<file path="config.mk">
export PLATFORM = sky130hd
export DESIGN_NAME = block_rms_energy_follower
export DESIGN_NICKNAME = d
export VERILOG_FILES = /design/src/design/rmsef_pkg.sv /design/src/design/rmsef_mul.sv /design/src/design/rmsef_div.sv /design/src/design/rmsef_sqrt.sv /design/src/design/block_rms_energy_follower.sv
export SDC_FILE = /design/constraint.sdc
export NUM_CORES = 2
export LEC_CHECK = 0
export BUFFER_PORTS_ARGS = -buffer_cell sky130_fd_sc_hd__buf_2
export CAP_MARGIN = 0
export CORE_AREA = 2 2 431 326
export CTS_CLUSTER_DIAMETER = 100
export DETAILED_ROUTE_END_ITERATION = 10
export DIE_AREA = 0 0 433 328
export GPL_TIMING_DRIVEN = 0
export PLACE_DENSITY = 0.67
export SLEW_MARGIN = 20
export SYNTH_ARGS = -nofsm -noshare
export SYNTH_HDL_FRONTEND = slang
export SYNTH_SLANG_ARGS = --single-unit
</file>
<file path="constraint.sdc">
create_clock -name clk_i -period 13.65 [get_ports clk_i]
set_input_delay 2.0475 -clock clk_i [delete_from_list [all_inputs] [get_ports clk_i]]
set_output_delay 2.0475 -clock clk_i [all_outputs]
set_load 0.005 [all_outputs]
</file>
<file path="src/design/rmsef_pkg.sv">
`timescale 1ns / 1ps
// ----------------------------------------------------------------------------
// rmsef_pkg
// Widths, constants, register indexes and controller states shared by the
// RMS energy follower and its bit-serial arithmetic units.
// ----------------------------------------------------------------------------
package rmsef_pkg;

  // Stream fields
  localparam int SAMPLE_W = 16;
  localparam int MAG_W    = 16;
  localparam int COEF_W   = 16;
  localparam int NRG_W    = 16;

  // Block accumulator
  localparam int CNT_W     = 13;
  localparam int SUM_W     = 43;
  localparam int MAX_BLOCK = 4096;
  localparam int MEAN_W    = 31;

  // Levels in Q0.24 with one guard bit for the value one
  localparam int LVL_W = 25;

  // Energy history
  localparam int HIST_DEPTH = 64;
  localparam int PTR_W      = $clog2(HIST_DEPTH);
  localparam int RSUM_W     = 22;

  // Serial multiplier
  localparam int MUL_A_W   = 25;
  localparam int MUL_B_W   = 24;
  localparam int PROD_W    = MUL_A_W + MUL_B_W;
  localparam int MUL_ITERS = MUL_B_W;

  // Serial divider
  localparam int DIV_REM_W  = 25;
  localparam int DIV_NUM_W  = 43;
  localparam int DIV_ITER_W = 6;
  localparam int NRG_QB     = 17;

  // Serial square root
  localparam int RAD_W      = 50;
  localparam int ROOT_W     = 25;
  localparam int SREM_W     = 27;
  localparam int SQRT_ITERS = RAD_W / 2;

  localparam logic [CNT_W-1:0]      COUNT_MAX     = CNT_W'(MAX_BLOCK);
  localparam logic [SUM_W-1:0]      SUM_SAT       = '1;
  localparam logic [MEAN_W-1:0]     MEAN_MAX      = 31'h4000_0000;
  localparam logic [MUL_B_W-1:0]    DECAY_Q24     = 24'd16775539;
  localparam logic [LVL_W-1:0]      PEAK_FLOOR    = 25'd16777;
  localparam logic [LVL_W-1:0]      LEVEL_ONE     = 25'h100_0000;
  localparam logic [COEF_W-1:0]     ATTACK_RESET  = 16'd272;
  localparam logic [COEF_W-1:0]     RELEASE_RESET = 16'd14;
  localparam logic [NRG_W-1:0]      ACTIVE_THR    = 16'd655;
  localparam logic [PROD_W-1:0]     ROUND_HALF    = PROD_W'(32768);
  localparam logic [DIV_ITER_W-1:0] MEAN_ITERS    = DIV_ITER_W'(DIV_NUM_W);
  localparam logic [DIV_ITER_W-1:0] NRG_ITERS     = DIV_ITER_W'(NRG_QB);

  typedef enum logic [0:0] {
    CFG_ATTACK  = 1'b0,
    CFG_RELEASE = 1'b1
  } cfg_idx_e;

  typedef enum logic [4:0] {
    ST_IDLE,
    ST_SQ_WAIT,
    ST_ACC,
    ST_DIV_GO,
    ST_DIV_WAIT,
    ST_SQRT_GO,
    ST_SQRT_WAIT,
    ST_ENV_GO,
    ST_ENV_WAIT,
    ST_ENV_UPD,
    ST_PEAK,
    ST_PK_GO,
    ST_PK_WAIT,
    ST_PK_UPD,
    ST_NRG_GO,
    ST_NRG_WAIT,
    ST_RING
  } state_e;

endpackage

</file>
<file path="src/design/rmsef_mul.sv">
`timescale 1ns / 1ps
// ----------------------------------------------------------------------------
// rmsef_mul
// Shift-add multiplier: one multiplier bit per cycle, LSB first.
// ----------------------------------------------------------------------------
module rmsef_mul import rmsef_pkg::*; (
  input  logic               clk_i,
  input  logic               rst_ni,
  input  logic               start_i,
  input  logic [MUL_A_W-1:0] a_i,
  input  logic [MUL_B_W-1:0] b_i,
  output logic               busy_o,
  output logic [PROD_W-1:0]  prod_o
);

  localparam int CW = $clog2(MUL_ITERS + 1);

  logic              busy_q, busy_d;
  logic [CW-1:0]     cnt_q, cnt_d;
  logic [MUL_A_W-1:0] a_q;
  logic [PROD_W-1:0] p_q, p_d;
  logic [MUL_A_W:0]  hi_sum;

  // add the multiplicand into the upper half when the current bit is set
  assign hi_sum = {1'b0, p_q[PROD_W-1:MUL_B_W]} + (p_q[0] ? {1'b0, a_q} : '0);

  always_comb begin
    busy_d = busy_q;
    cnt_d  = cnt_q;
    p_d    = p_q;
    if (start_i) begin
      busy_d = 1'b1;
      cnt_d  = CW'(MUL_ITERS);
      p_d    = {{MUL_A_W{1'b0}}, b_i};
    end else if (busy_q) begin
      p_d   = {hi_sum, p_q[MUL_B_W-1:1]};
      cnt_d = cnt_q - 1'b1;
      if (cnt_q == CW'(1)) begin
        busy_d = 1'b0;
      end
    end
  end

  always_ff @(posedge clk_i or negedge rst_ni) begin
    if (!rst_ni) begin
      busy_q <= 1'b0;
      cnt_q  <= '0;
    end else begin
      busy_q <= busy_d;
      cnt_q  <= cnt_d;
    end
  end

  always_ff @(posedge clk_i) begin
    p_q <= p_d;
    if (start_i) begin
      a_q <= a_i;
    end
  end

  assign busy_o = busy_q;
  assign prod_o = p_q;

endmodule

</file>
<file path="src/design/rmsef_div.sv">
`timescale 1ns / 1ps
// ----------------------------------------------------------------------------
// rmsef_div
// Restoring divider: one quotient bit per cycle, numerator bits MSB first.
// The caller seeds a partial remainder that is already below the divisor.
// ----------------------------------------------------------------------------
module rmsef_div import rmsef_pkg::*; (
  input  logic                  clk_i,
  input  logic                  rst_ni,
  input  logic                  start_i,
  input  logic [DIV_REM_W-1:0]  rem_i,
  input  logic [DIV_NUM_W-1:0]  num_i,
  input  logic [DIV_REM_W-1:0]  den_i,
  input  logic [DIV_ITER_W-1:0] iters_i,
  output logic                  busy_o,
  output logic [DIV_NUM_W-1:0]  quo_o
);

  logic                  busy_q, busy_d;
  logic [DIV_ITER_W-1:0] cnt_q, cnt_d;
  logic [DIV_REM_W-1:0]  rem_q, rem_d;
  logic [DIV_NUM_W-1:0]  num_q, num_d;
  logic [DIV_NUM_W-1:0]  quo_q, quo_d;
  logic [DIV_REM_W-1:0]  den_q;
  logic [DIV_REM_W:0]    trial;
  logic [DIV_REM_W:0]    diff;
  logic                  ge;

  assign trial = {rem_q, num_q[DIV_NUM_W-1]};
  assign diff  = trial - {1'b0, den_q};
  assign ge    = (trial >= {1'b0, den_q});

  always_comb begin
    busy_d = busy_q;
    cnt_d  = cnt_q;
    rem_d  = rem_q;
    num_d  = num_q;
    quo_d  = quo_q;
    if (start_i) begin
      busy_d = 1'b1;
      cnt_d  = iters_i;
      rem_d  = rem_i;
      num_d  = num_i;
      quo_d  = '0;
    end else if (busy_q) begin
      rem_d = ge ? diff[DIV_REM_W-1:0] : trial[DIV_REM_W-1:0];
      num_d = {num_q[DIV_NUM_W-2:0], 1'b0};
      quo_d = {quo_q[DIV_NUM_W-2:0], ge};
      cnt_d = cnt_q - 1'b1;
      if (cnt_q == DIV_ITER_W'(1)) begin
        busy_d = 1'b0;
      end
    end
  end

  always_ff @(posedge clk_i or negedge rst_ni) begin
    if (!rst_ni) begin
      busy_q <= 1'b0;
      cnt_q  <= '0;
    end else begin
      busy_q <= busy_d;
      cnt_q  <= cnt_d;
    end
  end

  always_ff @(posedge clk_i) begin
    rem_q <= rem_d;
    num_q <= num_d;
    quo_q <= quo_d;
    if (start_i) begin
      den_q <= den_i;
    end
  end

  assign busy_o = busy_q;
  assign quo_o  = quo_q;

endmodule

</file>
<file path="src/design/rmsef_sqrt.sv">
`timescale 1ns / 1ps
// ----------------------------------------------------------------------------
// rmsef_sqrt
// Digit-by-digit integer square root: one root bit per cycle, taking two
// radicand bits each step.
// ----------------------------------------------------------------------------
module rmsef_sqrt import rmsef_pkg::*; (
  input  logic              clk_i,
  input  logic              rst_ni,
  input  logic              start_i,
  input  logic [RAD_W-1:0]  rad_i,
  output logic              busy_o,
  output logic [ROOT_W-1:0] root_o
);

  localparam int CW = $clog2(SQRT_ITERS + 1);

  logic              busy_q, busy_d;
  logic [CW-1:0]     cnt_q, cnt_d;
  logic [RAD_W-1:0]  rad_q, rad_d;
  logic [SREM_W-1:0] rem_q, rem_d;
  logic [ROOT_W-1:0] root_q, root_d;
  logic [SREM_W+1:0] cur;
  logic [SREM_W+1:0] trial;
  logic [SREM_W+1:0] diff;
  logic              ge;

  // trial subtrahend is 4*root + 1
  assign cur   = {rem_q, rad_q[RAD_W-1 -: 2]};
  assign trial = {2'b00, root_q, 2'b01};
  assign diff  = cur - trial;
  assign ge    = (cur >= trial);

  always_comb begin
    busy_d = busy_q;
    cnt_d  = cnt_q;
    rad_d  = rad_q;
    rem_d  = rem_q;
    root_d = root_q;
    if (start_i) begin
      busy_d = 1'b1;
      cnt_d  = CW'(SQRT_ITERS);
      rad_d  = rad_i;
      rem_d  = '0;
      root_d = '0;
    end else if (busy_q) begin
      rem_d  = ge ? diff[SREM_W-1:0] : cur[SREM_W-1:0];
      root_d = {root_q[ROOT_W-2:0], ge};
      rad_d  = {rad_q[RAD_W-3:0], 2'b00};
      cnt_d  = cnt_q - 1'b1;
      if (cnt_q == CW'(1)) begin
        busy_d = 1'b0;
      end
    end
  end

  always_ff @(posedge clk_i or negedge rst_ni) begin
    if (!rst_ni) begin
      busy_q <= 1'b0;
      cnt_q  <= '0;
    end else begin
      busy_q <= busy_d;
      cnt_q  <= cnt_d;
    end
  end

  always_ff @(posedge clk_i) begin
    rad_q  <= rad_d;
    rem_q  <= rem_d;
    root_q <= root_d;
  end

  assign busy_o = busy_q;
  assign root_o = root_q;

endmodule

</file>
<file path="src/design/block_rms_energy_follower.sv">
`timescale 1ns / 1ps
// ----------------------------------------------------------------------------
// block_rms_energy_follower
// Block RMS of the mono fold, attack/release envelope, decaying peak
// normalization and a 64-entry running mean of the normalized energy.
// ----------------------------------------------------------------------------
// Sample not marked last: ready again once the serial squaring of the sample
//   completes and its square is accumulated.
// Sample marked last: result valid after the 43-step mean divide, 25-step root,
//   24-step multiplies and the 17-step normalizing divide; the peak-decay
//   multiply runs only when the peak decays.
// Reset: coefficients to defaults, accumulators and envelope cleared, peak at
//   its floor, history entries read as zero through per-entry valid bits.
// ----------------------------------------------------------------------------
module block_rms_energy_follower import rmsef_pkg::*; (
  input  logic              clk_i,
  input  logic              rst_ni,
  // configuration
  input  logic              cfg_we_i,
  input  logic [0:0]        cfg_idx_i,
  input  logic [COEF_W-1:0] cfg_data_i,
  // sample stream
  input  logic              s_axis_tvalid,
  output logic              s_axis_tready,
  input  logic [31:0]       s_axis_tdata,   // [15:0] left_sample, [31:16] right_sample
  input  logic              s_axis_tlast,   // last_in_block
  // result stream
  output logic              m_axis_tvalid,
  input  logic              m_axis_tready,
  output logic [31:0]       m_axis_tdata,   // [15:0] energy, [31:16] smoothed_energy
  output logic              m_axis_tuser    // input_active
);

  state_e state_q, state_d;

  logic [COEF_W-1:0] attack_q, release_q;
  logic              last_q, last_d;
  logic              rise_q, rise_d;
  logic [CNT_W-1:0]  count_q, count_d;
  logic [SUM_W-1:0]  sum_q, sum_d;
  logic [LVL_W-1:0]  env_q, env_d;
  logic [LVL_W-1:0]  peak_q, peak_d;
  logic [PTR_W-1:0]  ptr_q, ptr_d;
  logic [RSUM_W-1:0] rsum_q, rsum_d;
  logic [HIST_DEPTH-1:0] vld_q, vld_d;

  logic [NRG_W-1:0]  ring_mem [HIST_DEPTH];
  logic [NRG_W-1:0]  old_q;
  logic              oldv_q;

  logic              m_tvalid_q;
  logic [31:0]       m_tdata_q;
  logic              m_tuser_q;

  // unit handshakes and operands
  logic                  mul_start, div_start, sqrt_start;
  logic                  mul_busy, div_busy, sqrt_busy;
  logic [MUL_A_W-1:0]    mul_a;
  logic [MUL_B_W-1:0]    mul_b;
  logic [PROD_W-1:0]     prod;
  logic [DIV_REM_W-1:0]  div_rem, div_den;
  logic [DIV_NUM_W-1:0]  div_num, quo;
  logic [DIV_ITER_W-1:0] div_iters;
  logic [RAD_W-1:0]      rad;
  logic [ROOT_W-1:0]     root;

  logic              in_take;
  logic              ring_take;
  logic [SAMPLE_W:0] mono_sum;
  logic [SAMPLE_W+1:0] mono_abs;
  logic [MAG_W-1:0]  mag;
  logic [SUM_W:0]    sum_ext;
  logic [SUM_W-1:0]  sum_sat;
  logic [MEAN_W-1:0] mean;
  logic              rise;
  logic [LVL_W-1:0]  ediff;
  logic [COEF_W-1:0] coef;
  logic [PROD_W-1:0] rnd;
  logic [LVL_W-1:0]  step;
  logic [LVL_W-1:0]  decayed;
  logic [LVL_W+NRG_W-1:0] nrg_num;
  logic [NRG_W-1:0]  nrg;
  logic [NRG_W-1:0]  old_nrg;
  logic [RSUM_W-1:0] rsum_new;
  logic [NRG_W-1:0]  smoothed;

  // --------------------------------------------------------------------------
  // Arithmetic units
  // --------------------------------------------------------------------------
  rmsef_mul u_mul (
    .clk_i   (clk_i),
    .rst_ni  (rst_ni),
    .start_i (mul_start),
    .a_i     (mul_a),
    .b_i     (mul_b),
    .busy_o  (mul_busy),
    .prod_o  (prod)
  );

  rmsef_div u_div (
    .clk_i   (clk_i),
    .rst_ni  (rst_ni),
    .start_i (div_start),
    .rem_i   (div_rem),
    .num_i   (div_num),
    .den_i   (div_den),
    .iters_i (div_iters),
    .busy_o  (div_busy),
    .quo_o   (quo)
  );

  rmsef_sqrt u_sqrt (
    .clk_i   (clk_i),
    .rst_ni  (rst_ni),
    .start_i (sqrt_start),
    .rad_i   (rad),
    .busy_o  (sqrt_busy),
    .root_o  (root)
  );

  // --------------------------------------------------------------------------
  // Datapath terms
  // --------------------------------------------------------------------------
  assign in_take = s_axis_tvalid && s_axis_tready;

  // floor((l + r) / 2) magnitude: negative sums round away from zero
  assign mono_sum = {s_axis_tdata[15], s_axis_tdata[15:0]}
                  + {s_axis_tdata[31], s_axis_tdata[31:16]};
  assign mono_abs = mono_sum[SAMPLE_W] ? ({1'b0, ~mono_sum} + (SAMPLE_W+2)'(2))
                                       : {1'b0, mono_sum};
  assign mag      = mono_abs[MAG_W:1];

  assign sum_ext = {1'b0, sum_q} + (SUM_W+1)'(prod[2*MAG_W-1:0]);
  assign sum_sat = sum_ext[SUM_W] ? SUM_SAT : sum_ext[SUM_W-1:0];

  assign mean = (quo > DIV_NUM_W'(MEAN_MAX)) ? MEAN_MAX : quo[MEAN_W-1:0];
  assign rad  = RAD_W'({mean, 18'b0});

  assign rise  = (LVL_W'(root) > env_q);
  assign ediff = rise ? (LVL_W'(root) - env_q) : (env_q - LVL_W'(root));
  assign coef  = rise ? attack_q : release_q;

  assign rnd     = prod + ROUND_HALF;
  assign step    = rnd[16 +: LVL_W];
  assign decayed = prod[MUL_B_W +: LVL_W];

  // envelope * 65535
  assign nrg_num = {env_q, {NRG_W{1'b0}}} - (LVL_W+NRG_W)'(env_q);

  assign nrg      = (|quo[DIV_NUM_W-1:NRG_W]) ? '1 : quo[NRG_W-1:0];
  assign old_nrg  = oldv_q ? old_q : '0;
  assign rsum_new = rsum_q - RSUM_W'(old_nrg) + RSUM_W'(nrg);
  assign smoothed = rsum_new[PTR_W +: NRG_W];

  assign ring_take = (state_q == ST_RING) && (!m_tvalid_q || m_axis_tready);

  // --------------------------------------------------------------------------
  // Controller
  // --------------------------------------------------------------------------
  always_comb begin
    state_d = state_q;
    unique case (state_q)
      ST_IDLE:      if (in_take) state_d = ST_SQ_WAIT;
      ST_SQ_WAIT:   if (!mul_busy) state_d = ST_ACC;
      ST_ACC:       state_d = last_q ? ST_DIV_GO : ST_IDLE;
      ST_DIV_GO:    state_d = ST_DIV_WAIT;
      ST_DIV_WAIT:  if (!div_busy) state_d = ST_SQRT_GO;
      ST_SQRT_GO:   state_d = ST_SQRT_WAIT;
      ST_SQRT_WAIT: if (!sqrt_busy) state_d = ST_ENV_GO;
      ST_ENV_GO:    state_d = ST_ENV_WAIT;
      ST_ENV_WAIT:  if (!mul_busy) state_d = ST_ENV_UPD;
      ST_ENV_UPD:   state_d = ST_PEAK;
      ST_PEAK:      state_d = (env_q > peak_q) ? ST_NRG_GO : ST_PK_GO;
      ST_PK_GO:     state_d = ST_PK_WAIT;
      ST_PK_WAIT:   if (!mul_busy) state_d = ST_PK_UPD;
      ST_PK_UPD:    state_d = ST_NRG_GO;
      ST_NRG_GO:    state_d = ST_NRG_WAIT;
      ST_NRG_WAIT:  if (!div_busy) state_d = ST_RING;
      ST_RING:      if (ring_take) state_d = ST_IDLE;
      default:      state_d = ST_IDLE;
    endcase
  end

  always_comb begin
    s_axis_tready = 1'b0;
    mul_start     = 1'b0;
    div_start     = 1'b0;
    sqrt_start    = 1'b0;
    mul_a         = MUL_A_W'(mag);
    mul_b         = MUL_B_W'(mag);
    div_rem       = '0;
    div_num       = sum_q;
    div_den       = DIV_REM_W'(count_q);
    div_iters     = MEAN_ITERS;
    unique case (state_q)
      ST_IDLE: begin
        s_axis_tready = 1'b1;
        mul_start     = in_take;
      end
      ST_DIV_GO: begin
        div_start = 1'b1;
      end
      ST_SQRT_GO: begin
        sqrt_start = 1'b1;
      end
      ST_ENV_GO: begin
        mul_start = 1'b1;
        mul_a     = ediff;
        mul_b     = MUL_B_W'(coef);
      end
      ST_PK_GO: begin
        mul_start = 1'b1;
        mul_a     = peak_q;
        mul_b     = DECAY_Q24;
      end
      ST_NRG_GO: begin
        // quotient stays below 2^17, so the upper bits seed the remainder
        div_start = 1'b1;
        div_rem   = DIV_REM_W'(nrg_num >> NRG_QB);
        div_num   = {nrg_num[NRG_QB-1:0], {(DIV_NUM_W-NRG_QB){1'b0}}};
        div_den   = peak_q;
        div_iters = NRG_ITERS;
      end
      default: ;
    endcase
  end

  // --------------------------------------------------------------------------
  // State updates
  // --------------------------------------------------------------------------
  always_comb begin
    last_d  = last_q;
    rise_d  = rise_q;
    count_d = count_q;
    sum_d   = sum_q;
    env_d   = env_q;
    peak_d  = peak_q;
    ptr_d   = ptr_q;
    rsum_d  = rsum_q;
    vld_d   = vld_q;
    unique case (state_q)
      ST_IDLE: begin
        if (in_take) last_d = s_axis_tlast;
      end
      ST_ACC: begin
        sum_d = sum_sat;
        if (count_q < COUNT_MAX) count_d = count_q + 1'b1;
      end
      ST_DIV_GO: begin
        // divider has latched the block totals at this edge
        sum_d   = '0;
        count_d = '0;
      end
      ST_ENV_GO: begin
        rise_d = rise;
      end
      ST_ENV_UPD: begin
        env_d = rise_q ? (env_q + step) : (env_q - step);
      end
      ST_PEAK: begin
        if (env_q > peak_q) peak_d = env_q;
      end
      ST_PK_UPD: begin
        peak_d = (decayed < PEAK_FLOOR) ? PEAK_FLOOR : decayed;
      end
      ST_RING: begin
        if (ring_take) begin
          ptr_d        = (ptr_q == PTR_W'(HIST_DEPTH - 1)) ? '0 : ptr_q + 1'b1;
          rsum_d       = rsum_new;
          vld_d[ptr_q] = 1'b1;
        end
      end
      default: ;
    endcase
  end

  always_ff @(posedge clk_i or negedge rst_ni) begin
    if (!rst_ni) begin
      state_q    <= ST_IDLE;
      attack_q   <= ATTACK_RESET;
      release_q  <= RELEASE_RESET;
      last_q     <= 1'b0;
      rise_q     <= 1'b0;
      count_q    <= '0;
      sum_q      <= '0;
      env_q      <= '0;
      peak_q     <= PEAK_FLOOR;
      ptr_q      <= '0;
      rsum_q     <= '0;
      vld_q      <= '0;
      m_tvalid_q <= 1'b0;
    end else begin
      state_q    <= state_d;
      last_q     <= last_d;
      rise_q     <= rise_d;
      count_q    <= count_d;
      sum_q      <= sum_d;
      env_q      <= env_d;
      peak_q     <= peak_d;
      ptr_q      <= ptr_d;
      rsum_q     <= rsum_d;
      vld_q      <= vld_d;
      m_tvalid_q <= ring_take || (m_tvalid_q && !m_axis_tready);
      if (cfg_we_i) begin
        unique case (cfg_idx_e'(cfg_idx_i))
          CFG_ATTACK:  attack_q  <= cfg_data_i;
          CFG_RELEASE: release_q <= cfg_data_i;
        endcase
      end
    end
  end

  // history memory with registered read at the write pointer
  always_ff @(posedge clk_i) begin
    if (ring_take) begin
      ring_mem[ptr_q] <= nrg;
    end
    old_q  <= ring_mem[ptr_q];
    oldv_q <= vld_q[ptr_q];
  end

  // hold the result until the downstream transfer
  always_ff @(posedge clk_i) begin
    if (ring_take) begin
      m_tdata_q <= {smoothed, nrg};
      m_tuser_q <= (smoothed > ACTIVE_THR);
    end
  end

  assign m_axis_tvalid = m_tvalid_q;
  assign m_axis_tdata  = m_tdata_q;
  assign m_axis_tuser  = m_tuser_q;

  // --------------------------------------------------------------------------
  // Assertions
  // --------------------------------------------------------------------------
  a_ready_units_idle: assert property (@(posedge clk_i) disable iff (!rst_ni)
    s_axis_tready |-> !(mul_busy || div_busy || sqrt_busy))
    else $error("sample accepted while an arithmetic unit is busy");

  a_peak_floor: assert property (@(posedge clk_i) disable iff (!rst_ni)
    peak_q >= PEAK_FLOOR)
    else $error("peak level below its floor");

  a_env_range: assert property (@(posedge clk_i) disable iff (!rst_ni)
    env_q <= LEVEL_ONE)
    else $error("envelope above one");

  a_result_held: assert property (@(posedge clk_i) disable iff (!rst_ni)
    (m_tvalid_q && !m_axis_tready) |=> !$past(ring_take))
    else $error("result overwritten before transfer");

endmodule
</file>
==> flow_metrics.tcl <==
set metrics [dict create \
    hold_viol 0 \
    core_region_area_sq_mm 0.1375 \
    synth_edf_count 1230 \
    grt-ovfl-total 0 \
    worstSetupPathType "flop to flop" \
    wl_per_cell_um 33.07 \
    grt_max_degree 90 \
    dp_hpwl_um 193200 \
    period_minus_slack_ns 6.202 \
    synth_area_sq_mm 0.07543 \
    status "completed" \
    cts_tree "yes" \
    hold_path.class "flop to flop" \
    drc 0 \
    clock_latency_ns 0.83 \
    gp_congestion 1.032 \
    ant_nets 0 \
    cts-buffers-inserted 155 \
    path_cells "clkbuf_1 -> and2_1 -> clkbuf_1 -> clkbuf_1 -> clkbuf_1 -> clkbuf_1 -> a22oi_1 -> a31oi_1 -> nor4_1 -> nand2_1" \
    io_buffers 89 \
    fmax_ghz 0.1612 \
    rows 118 \
    ioPinCount 90 \
    clockRootBuffer "clkbuf_16" \
    critical-path-max-stage-delay_ns 1.08 \
    die_h_um 328 \
    grt_usage 0.3843 \
    syn_nets 6412 \
    crit_path_end_kind "flop" \
    wl_um 276900 \
    fill_cells 10690 \
    rsz0062_at_grt "false" \
    final_cell_mix "edfxtp_1, a22oi_1, nor2_1" \
    crit_required_ns 14.38 \
    grt_pass1_vias 51810 \
    setup_viol 0 \
    clk_pin_slew_ns 0.07 \
    drive_gt1_frac 0.1185 \
    synth_warnings 0 \
    vias 57170 \
    fin_worst_skew_ns 0.04043 \
    initial_core_util 0.5488 \
    path_max_fanout 10 \
    slew_violations 0 \
    post_cts_buffers 0 \
    tns_ns 0 \
    reg2reg_depth 10 \
    dr.pass1.iters 6 \
    drt_first_iter_violations 9853 \
    fp.dieW_um 433 \
    via_per_inst 6.829 \
    multi_input_area_sq_mm 0.02750 \
    cp-start-kind "flop" \
    synth.distinct_cells 100 \
    whs_path_depth 1 \
    final_common_cell "edfxtp_1" \
    relSlewSlack 0.06621 \
    syn_avg_cell_area_sq_um 12.43 \
    cp_slowest_cell "clkbuf_1" \
    async_flop_share 0.1582 \
    die-area_sq_mm 0.1420 \
    cts_num_sinks 1625 \
    htree_num_levels 4 \
    final_nets 6710 \
    cts_hold_buf 0 \
    yosysSeqAreaShare 0.6117 \
    worst_pin_slew_ns 1.394 \
    crit_top_cell "clkbuf_1" \
    drv_cap 0 \
    ctsResizeCount 0 \
    antenna_found_initial 25 \
    ys_seq_elements 1625 \
    arrival_ns 6.93 \
    synth_flop_cell "edfxtp_1" \
    min_period_over_period 0.4543 \
    area.growth.synth_to_final_pct 12.70 \
    clock_path_buffers 3 \
    regArea_sq_mm 0.04614 \
    grt_pass1_wl_um 384200 \
    postSynthCellCount 6069 \
]
==> critical path, delay by kind of cell (launching register included) <==
kind | cells | cell delay [ns]
buf+inv | 5 | 3.95
compound gates | 2 | 1.14
simple gates | 3 | 0.69
flops | 1 | 0.32
==> layout make-up <==
cell class,count,share of cell area
diodes,15,0.0004415
plain buffers,320,0.01631
clock buffers,208,0.04983
clock inverters,79,0.01045
inverters,262,0.01192
multi-input cells,3862,0.3235
flip-flops and latches,1625,0.5428
well taps,1860,0.02737
repair buffers,141,0.01740
==> flip-flops by register name, indices dropped and copies added (netlist names), 22 cells and up <==
register,count
u_sqrt.root_o,25
u_mul.prod_o,49
m_axis_tdata,32
u_div.quo_o,43
vld_q,64
u_div.num_q,43
ring_mem,1024
u_sqrt.rem_q,27
rsum_q,22
sum_q,43
u_div.rem_q,25
u_mul.a_q,25
u_sqrt.rad_q,32
env_q,25
peak_q,25
u_div.den_q,25
==> logic make-up after synthesis <==
family                     count (synthesis)  share of synthesized area
AOI/OAI and AO/OA                       1747                     0.1623
buffers and inverters                    582                    0.03015
muxes                                    171                    0.02362
DFF                                     1625                     0.6117
adders and majority gates                288                    0.05006
xor gates and xnor gates                 288                    0.03344
and+or+nand+nor                         1368                    0.08874
==> synth_stat cells, types with 26 or more instances <==
cell type  instances  share of area
a211oi_1          31         0.0031
a21o_1           114          0.011
a21oi_1          307          0.020
a221oi_1         117          0.014
a22o_1           163          0.019
a22oi_1          347          0.035
a31oi_1          173          0.014
and2_1            67         0.0056
and3_1            37         0.0031
buf_1             39         0.0019
buf_2             33         0.0022
clkbuf_1         238          0.012
dfrtp_1          247          0.082
dfxtp_1          138          0.037
edfxtp_1        1230           0.49
ha_1             265          0.044
inv_1            261          0.013
mux2_2            56         0.0084
mux2i_1          115          0.015
nand2_1          328          0.016
nand2b_1          32         0.0027
nand3_1           72         0.0048
nand4_1           56         0.0046
nor2_1           409          0.020
nor2b_1           38         0.0032
nor3_1            98         0.0065
nor4_1            46         0.0038
o21a_1            31         0.0031
o21ai_0          208          0.014
o22ai_1           26         0.0022
or2_2             75         0.0062
or3_1             29         0.0024
xnor2_1          185          0.021
xor2_1           103          0.012
==> per-layer routing <==
layer	up-vias	track usage	wire length, um
li1	23850	-	-
met1	28380	0.5674	113700
met2	4353	0.4850	104700
met3	576	0.1922	49050
met4	18	0.1184	8898
met5	-	0.02041	497
==> metrics by stage <==
step	hold slack, ns	instances	cell area (sq um)	setup slack [ns]	util
6_report	0.4693	8372	85010	7.448	0.6185
5_1_grt	0.4818	8358	84980	7.619	0.6182
4_1_cts	0.4680	8357	84920	7.940	0.6178
3_5_place_dp	0.4530	8070	79800	7.584	0.5805
3_3_place_gp	0.4510	8018	78210	5.111	0.5690
2_1_floorplan	0.4396	6069	75430	8.774	-
==> final timing paths <==
path | slack (ns) | from | endpoint
worst max-delay path | 7.45 | ptr_q[2]$_DFFE_PN0P_ | old_q[11]$_DFF_P_
worst min-delay path | 0.47 | vld_q[61]$_DFFE_PN0P_ | vld_q[61]$_DFFE_PN0P_
worst max register to register | 7.45 | ptr_q[2]$_DFFE_PN0P_ | old_q[11]$_DFF_P_
worst min register to register | 0.47 | vld_q[61]$_DFFE_PN0P_ | vld_q[61]$_DFFE_PN0P_
max in group asynchronous | 11.43 | rst_ni | vld_q[1]$_DFFE_PN0P_
min in group asynchronous | 1.03 | rst_ni | attack_q[9]$_DFFE_PN0P_
Power is not shown: default switching activity piles up to over one toggle a cycle in this logic, so the estimate is an artifact.
